<file path="src/rtl/mhd_pkg.sv">
// Shared types and constants for the magic header frame deframer.
package mhd_pkg;

   localparam int unsigned BYTE_W = 8;
   localparam int unsigned WORD_W = 16;

   // Configuration register indexes
   localparam logic REG_MAGIC   = 1'b0;
   localparam logic REG_MAX_LEN = 1'b1;

   // Input item modes
   localparam logic MODE_BYTE    = 1'b0;
   localparam logic MODE_RELEASE = 1'b1;

   localparam logic [BYTE_W-1:0] MAGIC_RESET   = 8'h00;
   localparam logic [WORD_W-1:0] MAX_LEN_RESET = 16'd1024;

   typedef enum logic [8:0] {
      PH_HUNT    = 9'b000000001,
      PH_FLAGS   = 9'b000000010,
      PH_LEN_LO  = 9'b000000100,
      PH_LEN_HI  = 9'b000001000,
      PH_CRC_LO  = 9'b000010000,
      PH_CRC_HI  = 9'b000100000,
      PH_TID_LO  = 9'b001000000,
      PH_TID_HI  = 9'b010000000,
      PH_PAYLOAD = 9'b100000000
   } phase_type;

   typedef struct packed {
      logic [BYTE_W-1:0] payload_byte;
      logic [WORD_W-1:0] byte_index;
      logic              last_byte;
      logic [BYTE_W-1:0] frame_flags;
      logic [WORD_W-1:0] frame_length;
      logic [WORD_W-1:0] frame_checksum;
      logic [WORD_W-1:0] transaction_id;
   } result_type;

endpackage

</file>
<file path="src/rtl/mhd_parser.sv">
// Header parser state machine: header capture, payload indexing, frame hold.
module mhd_parser (
   input  logic                      clock,
   input  logic                      reset,
   input  logic                      step,
   input  logic                      mode,
   input  logic [mhd_pkg::BYTE_W-1:0] data_byte,
   input  logic [mhd_pkg::BYTE_W-1:0] magic_value,
   input  logic [mhd_pkg::WORD_W-1:0] max_payload_length,
   output logic                      res_valid,
   output mhd_pkg::result_type       res
);

   mhd_pkg::phase_type        phase_ff, phase_in;
   logic [mhd_pkg::BYTE_W-1:0] flags_ff, flags_in;
   logic [mhd_pkg::WORD_W-1:0] length_ff, length_in;
   logic [mhd_pkg::WORD_W-1:0] checksum_ff, checksum_in;
   logic [mhd_pkg::WORD_W-1:0] id_ff, id_in;
   logic [mhd_pkg::WORD_W-1:0] taken_ff, taken_in;
   logic                       pending_ff, pending_in;

   logic [mhd_pkg::WORD_W-1:0] len_cat;
   logic [mhd_pkg::WORD_W:0]   idx_next;
   logic                       is_last;

   assign len_cat  = {data_byte, length_ff[mhd_pkg::BYTE_W-1:0]};
   assign idx_next = {1'b0, taken_ff} + {{mhd_pkg::WORD_W{1'b0}}, 1'b1};
   assign is_last  = idx_next >= {1'b0, length_ff};

   always_comb begin
      phase_in    = phase_ff;
      flags_in    = flags_ff;
      length_in   = length_ff;
      checksum_in = checksum_ff;
      id_in       = id_ff;
      taken_in    = taken_ff;
      pending_in  = pending_ff;
      res_valid   = 1'b0;
      res         = '0;
      if (step) begin
         if (mode == mhd_pkg::MODE_RELEASE) begin
            if (pending_ff) begin
               pending_in = 1'b0;
               phase_in   = mhd_pkg::PH_HUNT;
            end
         end else if (!pending_ff) begin
            unique case (phase_ff)
               mhd_pkg::PH_FLAGS: begin
                  flags_in = data_byte;
                  phase_in = mhd_pkg::PH_LEN_LO;
               end
               mhd_pkg::PH_LEN_LO: begin
                  length_in = {{mhd_pkg::BYTE_W{1'b0}}, data_byte};
                  phase_in  = mhd_pkg::PH_LEN_HI;
               end
               mhd_pkg::PH_LEN_HI: begin
                  length_in = len_cat;
                  if (len_cat == '0 || len_cat > max_payload_length) begin
                     phase_in = mhd_pkg::PH_HUNT;
                  end else begin
                     phase_in = mhd_pkg::PH_CRC_LO;
                  end
               end
               mhd_pkg::PH_CRC_LO: begin
                  checksum_in = {{mhd_pkg::BYTE_W{1'b0}}, data_byte};
                  phase_in    = mhd_pkg::PH_CRC_HI;
               end
               mhd_pkg::PH_CRC_HI: begin
                  checksum_in = {data_byte, checksum_ff[mhd_pkg::BYTE_W-1:0]};
                  phase_in    = mhd_pkg::PH_TID_LO;
               end
               mhd_pkg::PH_TID_LO: begin
                  id_in    = {{mhd_pkg::BYTE_W{1'b0}}, data_byte};
                  phase_in = mhd_pkg::PH_TID_HI;
               end
               mhd_pkg::PH_TID_HI: begin
                  id_in    = {data_byte, id_ff[mhd_pkg::BYTE_W-1:0]};
                  taken_in = '0;
                  phase_in = mhd_pkg::PH_PAYLOAD;
               end
               mhd_pkg::PH_PAYLOAD: begin
                  res_valid        = 1'b1;
                  res.payload_byte = data_byte;
                  res.byte_index   = taken_ff;
                  res.last_byte    = is_last;
                  if (is_last) begin
                     res.frame_flags    = flags_ff;
                     res.frame_length   = length_ff;
                     res.frame_checksum = checksum_ff;
                     res.transaction_id = id_ff;
                     pending_in         = 1'b1;
                  end else begin
                     taken_in = idx_next[mhd_pkg::WORD_W-1:0];
                  end
               end
               default: begin
                  // hunting, or any illegal code: test for the magic byte
                  if (data_byte == magic_value) begin
                     phase_in = mhd_pkg::PH_FLAGS;
                  end else begin
                     phase_in = mhd_pkg::PH_HUNT;
                  end
               end
            endcase
         end
      end
   end

   always_ff @(posedge clock) begin
      if (reset) begin
         phase_ff    <= mhd_pkg::PH_HUNT;
         flags_ff    <= '0;
         length_ff   <= '0;
         checksum_ff <= '0;
         id_ff       <= '0;
         taken_ff    <= '0;
         pending_ff  <= 1'b0;
      end else begin
         phase_ff    <= phase_in;
         flags_ff    <= flags_in;
         length_ff   <= length_in;
         checksum_ff <= checksum_in;
         id_ff       <= id_in;
         taken_ff    <= taken_in;
         pending_ff  <= pending_in;
      end
   end

   // a held frame only ever sits in the payload phase
   a_pending_in_payload: assert property (@(posedge clock) disable iff (reset)
      pending_ff |-> phase_ff == mhd_pkg::PH_PAYLOAD)
      else $error("frame pending outside payload phase");

   // payload index stays inside the announced length
   a_index_in_range: assert property (@(posedge clock) disable iff (reset)
      phase_ff == mhd_pkg::PH_PAYLOAD |-> taken_ff < length_ff)
      else $error("payload index beyond frame length");

   // completing a frame holds the parser until release
   a_last_sets_pending: assert property (@(posedge clock) disable iff (reset)
      res_valid && res.last_byte |=> pending_ff)
      else $error("last byte did not hold the frame");

endmodule

</file>
<file path="src/rtl/mhd_out_reg.sv">
// Result register with valid/stall handshake toward the consumer.
module mhd_out_reg (
   input  logic                clock,
   input  logic                reset,
   input  logic                load,
   input  mhd_pkg::result_type load_data,
   input  logic                rsp_stall,
   output logic                out_free,
   output logic                rsp_valid,
   output mhd_pkg::result_type rsp_data
);

   logic                valid_ff, valid_in;
   mhd_pkg::result_type data_ff;

   assign out_free  = !valid_ff || !rsp_stall;
   assign valid_in  = out_free ? load : valid_ff;
   assign rsp_valid = valid_ff;
   assign rsp_data  = data_ff;

   always_ff @(posedge clock) begin
      if (reset) begin
         valid_ff <= 1'b0;
      end else begin
         valid_ff <= valid_in;
      end
   end

   always_ff @(posedge clock) begin
      if (load && out_free) begin
         data_ff <= load_data;
      end
   end

endmodule

</file>
<file path="src/rtl/magic_header_frame_deframer.sv">
// Top level of the magic header frame deframer: input register, config, parser, result register.
//
// Bytes arrive on the req_ channel, one per transfer, and the block sustains one transfer
// per clock while rsp_stall does not hold the output register. An accepted item lands in an
// input register; once the output register is free the parser updates its header state
// and, for a payload byte, writes one result into the output register, so a result passes
// through the input and output registers before it is presented on rsp_. Only payload
// bytes produce results; header bytes, hunted bytes, bytes dropped while a completed frame
// is held, and release items produce none. The final payload byte carries the flags,
// length, checksum (passed through unchecked) and transaction id; earlier bytes show zero
// there. After that the parser drops bytes until a release item (req_mode = 1) sends it
// back to hunting for the magic byte. req_stall follows rsp_stall only when the input
// register is full and the output register holds a result that is not being taken.
// Registers (csr_index 0: magic value, 1: maximum payload length, reset 1024) are to be
// written by the user only while no transfer is in flight; the block does not enforce it.
module magic_header_frame_deframer (
   input  logic                       clock,
   input  logic                       reset,
   // request channel
   input  logic                       req_valid,
   output logic                       req_stall,
   input  logic                       req_mode,
   input  logic [mhd_pkg::BYTE_W-1:0] req_data_byte,
   // response channel
   output logic                       rsp_valid,
   input  logic                       rsp_stall,
   output logic [mhd_pkg::BYTE_W-1:0] rsp_payload_byte,
   output logic [mhd_pkg::WORD_W-1:0] rsp_byte_index,
   output logic                       rsp_last_byte,
   output logic [mhd_pkg::BYTE_W-1:0] rsp_frame_flags,
   output logic [mhd_pkg::WORD_W-1:0] rsp_frame_length,
   output logic [mhd_pkg::WORD_W-1:0] rsp_frame_checksum,
   output logic [mhd_pkg::WORD_W-1:0] rsp_transaction_id,
   // configuration writes
   input  logic                       csr_write_enable,
   input  logic                       csr_index,
   input  logic [mhd_pkg::WORD_W-1:0] csr_write_data
);

   // configuration registers
   logic [mhd_pkg::BYTE_W-1:0] magic_ff;
   logic [mhd_pkg::WORD_W-1:0] max_len_ff;

   // input register
   logic                       in_valid_ff, in_valid_in;
   logic                       in_mode_ff;
   logic [mhd_pkg::BYTE_W-1:0] in_byte_ff;

   logic                req_accept;
   logic                step;
   logic                out_free;
   logic                res_valid;
   mhd_pkg::result_type res;
   mhd_pkg::result_type rsp_data;

   always_ff @(posedge clock) begin
      if (reset) begin
         magic_ff   <= mhd_pkg::MAGIC_RESET;
         max_len_ff <= mhd_pkg::MAX_LEN_RESET;
      end else if (csr_write_enable) begin
         unique case (csr_index)
            mhd_pkg::REG_MAGIC:   magic_ff   <= csr_write_data[mhd_pkg::BYTE_W-1:0];
            mhd_pkg::REG_MAX_LEN: max_len_ff <= csr_write_data;
            default: ;
         endcase
      end
   end

   // the parser consumes the held item whenever the result register can take a result
   assign step       = in_valid_ff && out_free;
   assign req_stall  = in_valid_ff && !out_free;
   assign req_accept = req_valid && !req_stall;

   always_comb begin
      if (req_accept) begin
         in_valid_in = 1'b1;
      end else if (step) begin
         in_valid_in = 1'b0;
      end else begin
         in_valid_in = in_valid_ff;
      end
   end

   always_ff @(posedge clock) begin
      if (reset) begin
         in_valid_ff <= 1'b0;
      end else begin
         in_valid_ff <= in_valid_in;
      end
   end

   always_ff @(posedge clock) begin
      if (req_accept) begin
         in_mode_ff <= req_mode;
         in_byte_ff <= req_data_byte;
      end
   end

   mhd_parser u_parser (
      .clock              (clock),
      .reset              (reset),
      .step               (step),
      .mode               (in_mode_ff),
      .data_byte          (in_byte_ff),
      .magic_value        (magic_ff),
      .max_payload_length (max_len_ff),
      .res_valid          (res_valid),
      .res                (res)
   );

   mhd_out_reg u_out_reg (
      .clock     (clock),
      .reset     (reset),
      .load      (step && res_valid),
      .load_data (res),
      .rsp_stall (rsp_stall),
      .out_free  (out_free),
      .rsp_valid (rsp_valid),
      .rsp_data  (rsp_data)
   );

   assign rsp_payload_byte   = rsp_data.payload_byte;
   assign rsp_byte_index     = rsp_data.byte_index;
   assign rsp_last_byte      = rsp_data.last_byte;
   assign rsp_frame_flags    = rsp_data.frame_flags;
   assign rsp_frame_length   = rsp_data.frame_length;
   assign rsp_frame_checksum = rsp_data.frame_checksum;
   assign rsp_transaction_id = rsp_data.transaction_id;

endmodule
</file>
<file path="config.mk">
export PLATFORM = sky130hd
export DESIGN_NAME = magic_header_frame_deframer
export DESIGN_NICKNAME = d
export VERILOG_FILES = /design/src/rtl/mhd_pkg.sv /design/src/rtl/mhd_parser.sv /design/src/rtl/mhd_out_reg.sv /design/src/rtl/magic_header_frame_deframer.sv
export SDC_FILE = /design/constraint.sdc
export NUM_CORES = 1
export LEC_CHECK = 0
export BUFFER_PORTS_ARGS = -buffer_cell sky130_fd_sc_hd__buf_2
export CORE_MARGIN = 10
export CORE_UTILIZATION = 30
export CTS_CLUSTER_DIAMETER = 120
export DETAILED_ROUTE_END_ITERATION = 12
export SLEW_MARGIN = 20
export SYNTH_ARGS = -nofsm -noshare
export SYNTH_HDL_FRONTEND = slang
export SYNTH_SLANG_ARGS = --single-unit
export TNS_END_PERCENT = 10
</file>
<file path="constraint.sdc">
create_clock -name clock -period 3.8 [get_ports clock]
set_clock_uncertainty 0.15 [all_clocks]
set_input_delay 0.38 -clock clock [delete_from_list [all_inputs] [get_ports clock]]
set_output_delay 0.38 -clock clock [all_outputs]
set_load 0.03 [all_outputs]
</file>
==> qor_table.md, run 1 <==
| Quantity | Value | Unit |
| --- | --- | --- |
| CORE AREA | 28600 | um^2 |
| Max-cap violations | 0 | - |
| P&R area growth vs syn | 21.3 | % |
| Startpoint Class | flop | - |
| Drt total wl | 23300 | um |
| Largest net degree at the start of global routing | 82 | - |
| Aggregate negative setup slack | 0 | ps |
| Final worst path period need | 3630 | ps |
| 1st-pass router iterations | 5 | - |
| Arrival @ worst endpoint | 3780 | ps |
| Maximum level of the CTS H-tree | 4 | - |
| Final global-route overflow total | 0 | - |
| Count of routing violations after the opening detailed-route iteration | 439 | - |
| First-pass GRT wire length | 36600 | um |
| Count of buffers inserted at the top-level ports | 113 | - |
| Synthesized area per cell | 10.1 | um^2 |
| Final period util | 0.956 | - |
| Maximum clock insertion buffer count | 2 | - |
| Peak VDD IR | 0.000220 | V |
| Data required time of the worst path | 3950 | ps |
| Fmax | 275 | MHz |
| Slew of the pin with the lowest slew margin | 960 | ps |
| Register area | 4870 | um^2 |
| Kind of critical path | flop to flop | - |
| Total power density per cell area | 393 | nW/um^2 |
| Routed length on met2 | 10700 | um |
| Main synth FF type | sky130_fd_sc_hd__dfxtp_1 | - |
| Post-Synthesis Cells | 861 | - |
| Synthesis-stage register bit count | 198 | - |
| Hold violation total from the final report | 0 | - |
| Clock-pin transition on the worst setup and hold timing paths | 70 | ps |
| Wire length on met1 | 10900 | um |
| DRC viols | 0 | - |
| All-Layer GR Usage | 0.128 | - |
| Number of endpoints failing setup at the final stage | 0 | - |
| Die boundary height | 190 | um |
| Number of flops mapped to enable cells by yosys | 90 | - |
| Total number of clock tree sinks | 198 | - |
| Number of distinct library cell variants in the gate-level netlist after synthesis | 51 | - |
| Element type at the critical path end | flop | - |
| Uppermost metal layer occupied by signal nets | met4 | - |
| Initial antenna violation count | 0 | - |
| Post-synthesis net count | 926 | - |
| Average wire per cell in the routed design | 16.9 | um |
| Final net count | 1044 | - |
| Total number of placement rows | 62 | - |
| Synthesized cell area | 8690 | um^2 |
| I/O pins | 114 | - |
| Pins Over Slew Limit | 0 | - |
| Via density per instance | 4.79 | - |
| Total power | 4.14 | mW |
| # fillers | 2905 | - |
| Share of cells above drive strength 1 | 0.205 | - |
| Total via count in the routed design | 6592 | - |
| FFs w/ async S/R, synth | 0 | - |
| Ant. Diodes | 0 | - |
| Worst hold path type | input pin to flop | - |
| Result of the run | complete, no violations | - |
| X dimension of the die | 190 | um |
| Leak Pwr | 3.52 | nW |
| Multi-input combinational cell area | 3570 | um^2 |
| Clk_lat worst skew | 440 | ps |
| RePlAce Congestion | 0.933 | - |
| Post-route ant nets | 0 | - |
| Area enclosed by the die boundary | 36200 | um^2 |
| Maximum fanout along the worst path | 6 | - |
| Starting density of the core | 0.303 | - |
| Sequential fraction of the synthesis area | 0.560 | - |
| Clock tree root driver cell | sky130_fd_sc_hd__clkbuf_16 | - |
| Via count of the first global-routing pass | 6589 | - |
| Length of routed met3 wiring | 1260 | um |
| Normalized max-slew margin | 0.359 | - |
| Clock tree from TritonCTS | yes | - |
| Number of buffers created by CTS | 17 | - |
| DPL Wire Length | 16100 | um |
| Yosys warnings | 0 | - |
## metrics by stage
stage / std cells / hold slack [ps] / util / setup slack (ps) / cell area [um^2]
after floorplan: 861 / 277 / - / 26.7 / 8690
after global placement: 1333 / 284 / 0.342 / 149 / 9790
after detailed placement: 1333 / 289 / 0.342 / 22.3 / 9790
after CTS: 1375 / 8.24 / 0.365 / 10.6 / 10400
after global routing: 1376 / 26.3 / 0.368 / -5.51 / 10500
final: 1376 / 23.5 / 0.368 / 169 / 10500
## final timing paths
kind	startpoint	endpoint	slack (ps)	depth (start not counted)
setup reg to reg	u_parser.taken_ff[1]$_SDFFE_PP0P_	u_parser.taken_ff[0]$_SDFFE_PP0P_	170	15
hold reg to reg	u_parser.id_ff[7]$_SDFFE_PP0P_	u_parser.id_ff[7]$_SDFFE_PP0P_	300	2
hold / removal	req_valid	in_valid_ff$_SDFFE_PP0P_	20	3
setup / recovery	u_parser.taken_ff[1]$_SDFFE_PP0P_	u_parser.taken_ff[0]$_SDFFE_PP0P_	170	15
## metal layers
| metal | vias to the layer above | GRT usage |
|---|---|---|
| li1 | 3279 | - |
| met4 | 0 | 0.0469 |
| met5 | - | 0 |
| met3 | 23 | 0.0244 |
| met1 | 3108 | 0.171 |
| met2 | 182 | 0.201 |
## layout by cell type (no fill, tap or decap), types with 3 or more instances in the layout
| cell | count |
|---|---|
| sky130_fd_sc_hd__nor2b_1 | 10 |
| sky130_fd_sc_hd__buf_4 | 26 |
| sky130_fd_sc_hd__xnor2_1 | 16 |
| sky130_fd_sc_hd__nor3_1 | 27 |
| sky130_fd_sc_hd__o211ai_1 | 5 |
| sky130_fd_sc_hd__and2_1 | 66 |
| sky130_fd_sc_hd__nand2b_1 | 3 |
| sky130_fd_sc_hd__clkinv_4 | 3 |
| sky130_fd_sc_hd__a32o_1 | 6 |
| sky130_fd_sc_hd__nand2_1 | 97 |
| sky130_fd_sc_hd__nand3_1 | 42 |
| sky130_fd_sc_hd__nand4_1 | 13 |
| sky130_fd_sc_hd__clkbuf_16 | 17 |
| sky130_fd_sc_hd__buf_2 | 113 |
| sky130_fd_sc_hd__ha_1 | 33 |
| sky130_fd_sc_hd__mux2i_1 | 8 |
| sky130_fd_sc_hd__nor4_1 | 9 |
| sky130_fd_sc_hd__nor2_1 | 54 |
| sky130_fd_sc_hd__a22oi_1 | 30 |
| sky130_fd_sc_hd__xor2_1 | 9 |
| sky130_fd_sc_hd__clkinv_2 | 3 |
| sky130_fd_sc_hd__nand3b_1 | 5 |
| sky130_fd_sc_hd__edfxtp_1 | 90 |
| sky130_fd_sc_hd__and3_4 | 3 |
| sky130_fd_sc_hd__a21o_1 | 5 |
| sky130_fd_sc_hd__nor2_2 | 6 |
| sky130_fd_sc_hd__dfxtp_1 | 105 |
| sky130_fd_sc_hd__dlygate4sd3_1 | 10 |
| sky130_fd_sc_hd__buf_12 | 3 |
| sky130_fd_sc_hd__a21oi_1 | 64 |
| sky130_fd_sc_hd__and3_1 | 6 |
| sky130_fd_sc_hd__inv_8 | 4 |
| sky130_fd_sc_hd__inv_1 | 34 |
| sky130_fd_sc_hd__o21ai_0 | 14 |
| sky130_fd_sc_hd__or3_1 | 8 |
## report_power, final
| part | total (mW) | switching [mW] | internal [mW] |
|---|---|---|---|
| combinational | 0.136 | 0.0780 | 0.0581 |
| sequential | 2.28 | 0.0546 | 2.23 |
| clock | 1.72 | 0.861 | 0.860 |
## synthesized netlist by cell type (all sizes together), types with 10 or more instances
library cell / number / share of area
ha: 34 / 0.049
nor2: 60 / 0.027
a22oi: 30 / 0.026
a21oi: 64 / 0.037
clkbuf: 50 / 0.022
nand2: 97 / 0.042
nand4: 13 / 0.0094
dfxtp: 108 / 0.25
inv: 35 / 0.015
and2: 66 / 0.048
nor2b: 10 / 0.0072
nand3: 45 / 0.026
edfxtp: 90 / 0.31
xnor2: 17 / 0.017
nor4: 10 / 0.0072
o21ai: 16 / 0.0092
nor3: 29 / 0.017
## cells by family (layout without fill, tap and decap cells)
group	count (synthesis)	count (layout)	synth area share
AOI/OAI and AO/OA	141	141	0.102
adders and majority gates	34	34	0.0490
DFF	198	198	0.560
muxes	8	8	0.00922
and+or+nand+nor	365	365	0.214
buffers and inverters	89	220	0.0390
xor gates and xnor gates	26	26	0.0262
## layout make-up
class                   count  share of cell area
repair buffers            153              0.0885
clock buffers              18              0.0407
inverters                  35              0.0128
well taps                 384              0.0456
clock inverters            14              0.0112
multi-input cells         574               0.339
flip-flops and latches    198               0.462
## state kept, by name (all words and copies together) (netlist names), 8 cells and up
name	flops
u_out_reg.rsp_data	81
max_len_ff	16
u_parser.checksum_ff	16
u_parser.id_ff	16
u_parser.length_ff	16
u_parser.taken_ff	16
u_parser.phase_ff	9
in_byte_ff	8
magic_ff	8
u_parser.flags_ff	8
## critical path: stages, from the launching register on
cell                       delay (ps)
sky130_fd_sc_hd__dfxtp_4          380
sky130_fd_sc_hd__and3_4           220
sky130_fd_sc_hd__nand3_4          120
sky130_fd_sc_hd__nor4_4           300
sky130_fd_sc_hd__nand3_2          120
sky130_fd_sc_hd__xnor2_2          160
sky130_fd_sc_hd__ha_1             300
sky130_fd_sc_hd__nand3_1          110
sky130_fd_sc_hd__or3_1            420
sky130_fd_sc_hd__a31oi_1          190
sky130_fd_sc_hd__buf_4            160
sky130_fd_sc_hd__nor4b_4           60
sky130_fd_sc_hd__a211oi_2         360
sky130_fd_sc_hd__buf_4            230
sky130_fd_sc_hd__nand2_1           50
sky130_fd_sc_hd__o21ai_0          140
## what timing repair did
action / 4_1_cts / 5_1_grt
hold endpoints to repair: 10 / 0
setup endpoints to repair: 1 / 64
resized for setup: 1 / 22
hold buffers: 10 / 0
pin swaps: 0 / 6
setup buffers: 0 / 1
Note: power is estimated with default switching activity, not from simulation.
==> run 2, diff against run 1 <==
==> constraint.sdc (replaced) <==
create_clock -name clock -period 3.8 [get_ports clock]
set_clock_uncertainty 0.15 [all_clocks]
set_input_delay 0.76 -clock clock [delete_from_list [all_inputs] [get_ports clock]]
set_output_delay 0.76 -clock clock [all_outputs]
set_load 0.03 [all_outputs]
==> qor_table.md, run 2 (same netlist as run 1, synthesis figures left out) <==
| Quantity | Value | Unit |
| --- | --- | --- |
| Result of the run | complete, no violations | - |
| Fmax | 275 | MHz |
| Portion of total power attributed to combinational logic | 0.030 | - |
| Normalized max-slew margin | 0.394 | - |
| Clock-pin transition on the worst setup and hold timing paths | 80 | ps |
| Maximum fanout along the worst path | 10 | - |
| Crit path max-delay cell type | sky130_fd_sc_hd__or3_1 | - |
| Startpoint Class | flop | - |
| Average wire per cell in the routed design | 16.8 | um |
| Final core utilization | 0.363 | - |
| Clk_lat worst skew | 440 | ps |
| Total number of clock tree sinks | 198 | - |
| Post-route ant nets | 0 | - |
| Top Usage Layer GRT | met2 | - |
| Most used cell along the critical path | sky130_fd_sc_hd__and3_1 | - |
| CORE AREA | 28600 | um^2 |
| Largest net degree at the start of global routing | 42 | - |
| Power share of the clock group | 0.430 | - |
| 1st-pass router iterations | 5 | - |
| Total via count in the routed design | 6579 | - |
| Leak Pwr | 3.47 | nW |
| Final net count | 1035 | - |
| Count of routing violations after the opening detailed-route iteration | 483 | - |
| Leading cell type in the layout, fill and taps excluded | sky130_fd_sc_hd__buf_2 | - |
| Number of flip-flops under the largest register name | 81 | - |
| Max-cap violations | 0 | - |
| Cells traversed along the worst timing path | ha_4, and3_1, and3_1, and3_1, xor2_2, ha_1, nand4_1, or3_1, a31oi_1, buf_4, nor4b_4, buf_4, and2_1, a22oi_1, o21ai_0 | - |
| Kind of cell adding the most delay to the critical path | simple AND/OR/NAND/NOR gates | - |
| Maximum level of the CTS H-tree | 4 | - |
| P&R area growth vs syn | 19.8 | % |
| Maximum clock insertion buffer count | 2 | - |
| Aggregate negative setup slack | 0 | ps |
| RePlAce Congestion | 0.911 | - |
| Number of endpoints failing setup at the final stage | 0 | - |
| Unrepaired setup endpoints after global routing | no | - |
| Cell area after layout | 10400 | um^2 |
| Switching power share of the total | 0.238 | - |
| Area enclosed by the die boundary | 36200 | um^2 |
| Total power density per cell area | 406 | nW/um^2 |
| Count of buffers inserted at the top-level ports | 113 | - |
| Ant. Diodes | 0 | - |
| Placed cell area | 9770 | um^2 |
| Hold violation total from the final report | 0 | - |
| Sequential group share of total power | 0.540 | - |
| Met3 Track Usage GR | 0.0236 | - |
| Met2 usage in global routing | 0.209 | - |
| Initial antenna violation count | 0 | - |
| Starting density of the core | 0.303 | - |
| Drt total wl | 23000 | um |
| Kind of critical path | flop to flop | - |
| CP bufs+invs | 2 | - |
| All-Layer GR Usage | 0.128 | - |
| Max incr delay on CP | 450 | ps |
| Worst hold path type | flop to flop | - |
| Via count of the first global-routing pass | 6591 | - |
| Data required time of the worst path | 3950 | ps |
| I/O pins | 114 | - |
| Die boundary height | 190 | um |
| Clock tree from TritonCTS | yes | - |
| Number of buffers created by CTS | 17 | - |
| Clock tree root driver cell | sky130_fd_sc_hd__clkbuf_16 | - |
| Final worst path period need | 3630 | ps |
| DPL Wire Length | 16200 | um |
| Total number of placement rows | 62 | - |
| Peak VDD IR | 0.000202 | V |
| First-pass GRT wire length | 36700 | um |
| Element type at the critical path end | flop | - |
| Switching power of the nets | 1.01 | mW |
| X dimension of the die | 190 | um |
| Share of cells above drive strength 1 | 0.199 | - |
| Arrival @ worst endpoint | 3790 | ps |
| Final period util | 0.956 | - |
| Slew of the pin with the lowest slew margin | 906 | ps |
| Internal power component | 3.21 | mW |
| DRC viols | 0 | - |
| Fraction of met1 tracks used by global routing | 0.168 | - |
| Via density per instance | 4.81 | - |
| Final global-route overflow total | 0 | - |
| Most frequent cells in the layout | sky130_fd_sc_hd__buf_2 (113), sky130_fd_sc_hd__dfxtp_1 (106), sky130_fd_sc_hd__nand2_1 (97), sky130_fd_sc_hd__edfxtp_1 (90), sky130_fd_sc_hd__and2_1 (66) | - |
| Pins Over Slew Limit | 0 | - |
[run 2: power by group through the flow]
stage / Combinational (mW) / Clock (mW) / Sequential [mW]
2_1_floorplan: 0.103 / 0 / 2.28
3_3_place_gp: 0.124 / 0 / 2.33
3_5_place_dp: 0.127 / 0 / 2.33
4_1_cts: 0.127 / 1.86 / 2.28
5_1_grt: 0.145 / 1.96 / 2.28
6_report: 0.126 / 1.81 / 2.28
[run 2: worst register-to-register path, cell delays in order, from the launching register on]
cell                      delay, ps
sky130_fd_sc_hd__dfxtp_2        350
sky130_fd_sc_hd__ha_4           170
sky130_fd_sc_hd__and3_1         200
sky130_fd_sc_hd__and3_1         200
sky130_fd_sc_hd__and3_1         220
sky130_fd_sc_hd__xor2_2         170
sky130_fd_sc_hd__ha_1           300
sky130_fd_sc_hd__nand4_1        160
sky130_fd_sc_hd__or3_1          450
sky130_fd_sc_hd__a31oi_1        180
sky130_fd_sc_hd__buf_4          150
sky130_fd_sc_hd__nor4b_4         50
sky130_fd_sc_hd__buf_4          180
sky130_fd_sc_hd__and2_1         240
sky130_fd_sc_hd__a22oi_1        230
sky130_fd_sc_hd__o21ai_0        110
[run 2: final timing paths]
check | cells after the start | end | slack, ps | from
worst max register to register | 15 | u_parser.taken_ff[3]$_SDFFE_PP0P_ | 170 | u_parser.taken_ff[0]$_SDFFE_PP0P_
worst min-delay path | 2 | max_len_ff[7]$_SDFFE_PP0P_ | 300 | max_len_ff[7]$_SDFFE_PP0P_
worst max-delay path | 15 | u_parser.taken_ff[3]$_SDFFE_PP0P_ | 170 | u_parser.taken_ff[0]$_SDFFE_PP0P_
worst min register to register | 2 | max_len_ff[7]$_SDFFE_PP0P_ | 300 | max_len_ff[7]$_SDFFE_PP0P_
[run 2: area by class of cell]
cell class	instances	area [um^2]
fill	2905	18200
sequential	198	4870
multi-input combinational	574	3530
timing repair buffer	144	811
tap	384	480
clock buffer	17	425
clock inverter	15	158
inverter	35	135
[run 2: metal layers]
metal	vias up	wire, um
li1	3254	-
met5	-	0
met1	3135	10900
met3	22	956
met4	0	338
met2	168	10800
[run 2: per-stage QoR]
| step | power, mW | cells | worst slack, ps | hold WS, ps |
|---|---|---|---|---|
| 6_report | 4.22 | 1367 | 166 | 304 |
| 5_1_grt | 4.39 | 1367 | 4.05 | 322 |
| 4_1_cts | 4.27 | 1366 | 25.7 | 306 |
| 3_5_place_dp | 2.46 | 1334 | 21.5 | 293 |
| 3_3_place_gp | 2.46 | 1334 | 130 | 284 |
| 2_1_floorplan | 2.39 | 861 | 26.7 | 277 |
[run 2: what timing repair did]
action	CTS	global route
buffers inserted	0	1
endpoints found under the hold margin	0	0
hold buffers	0	0
pin swaps	0	2
endpoints found under the setup margin	2	66
gates resized for setup	1	8
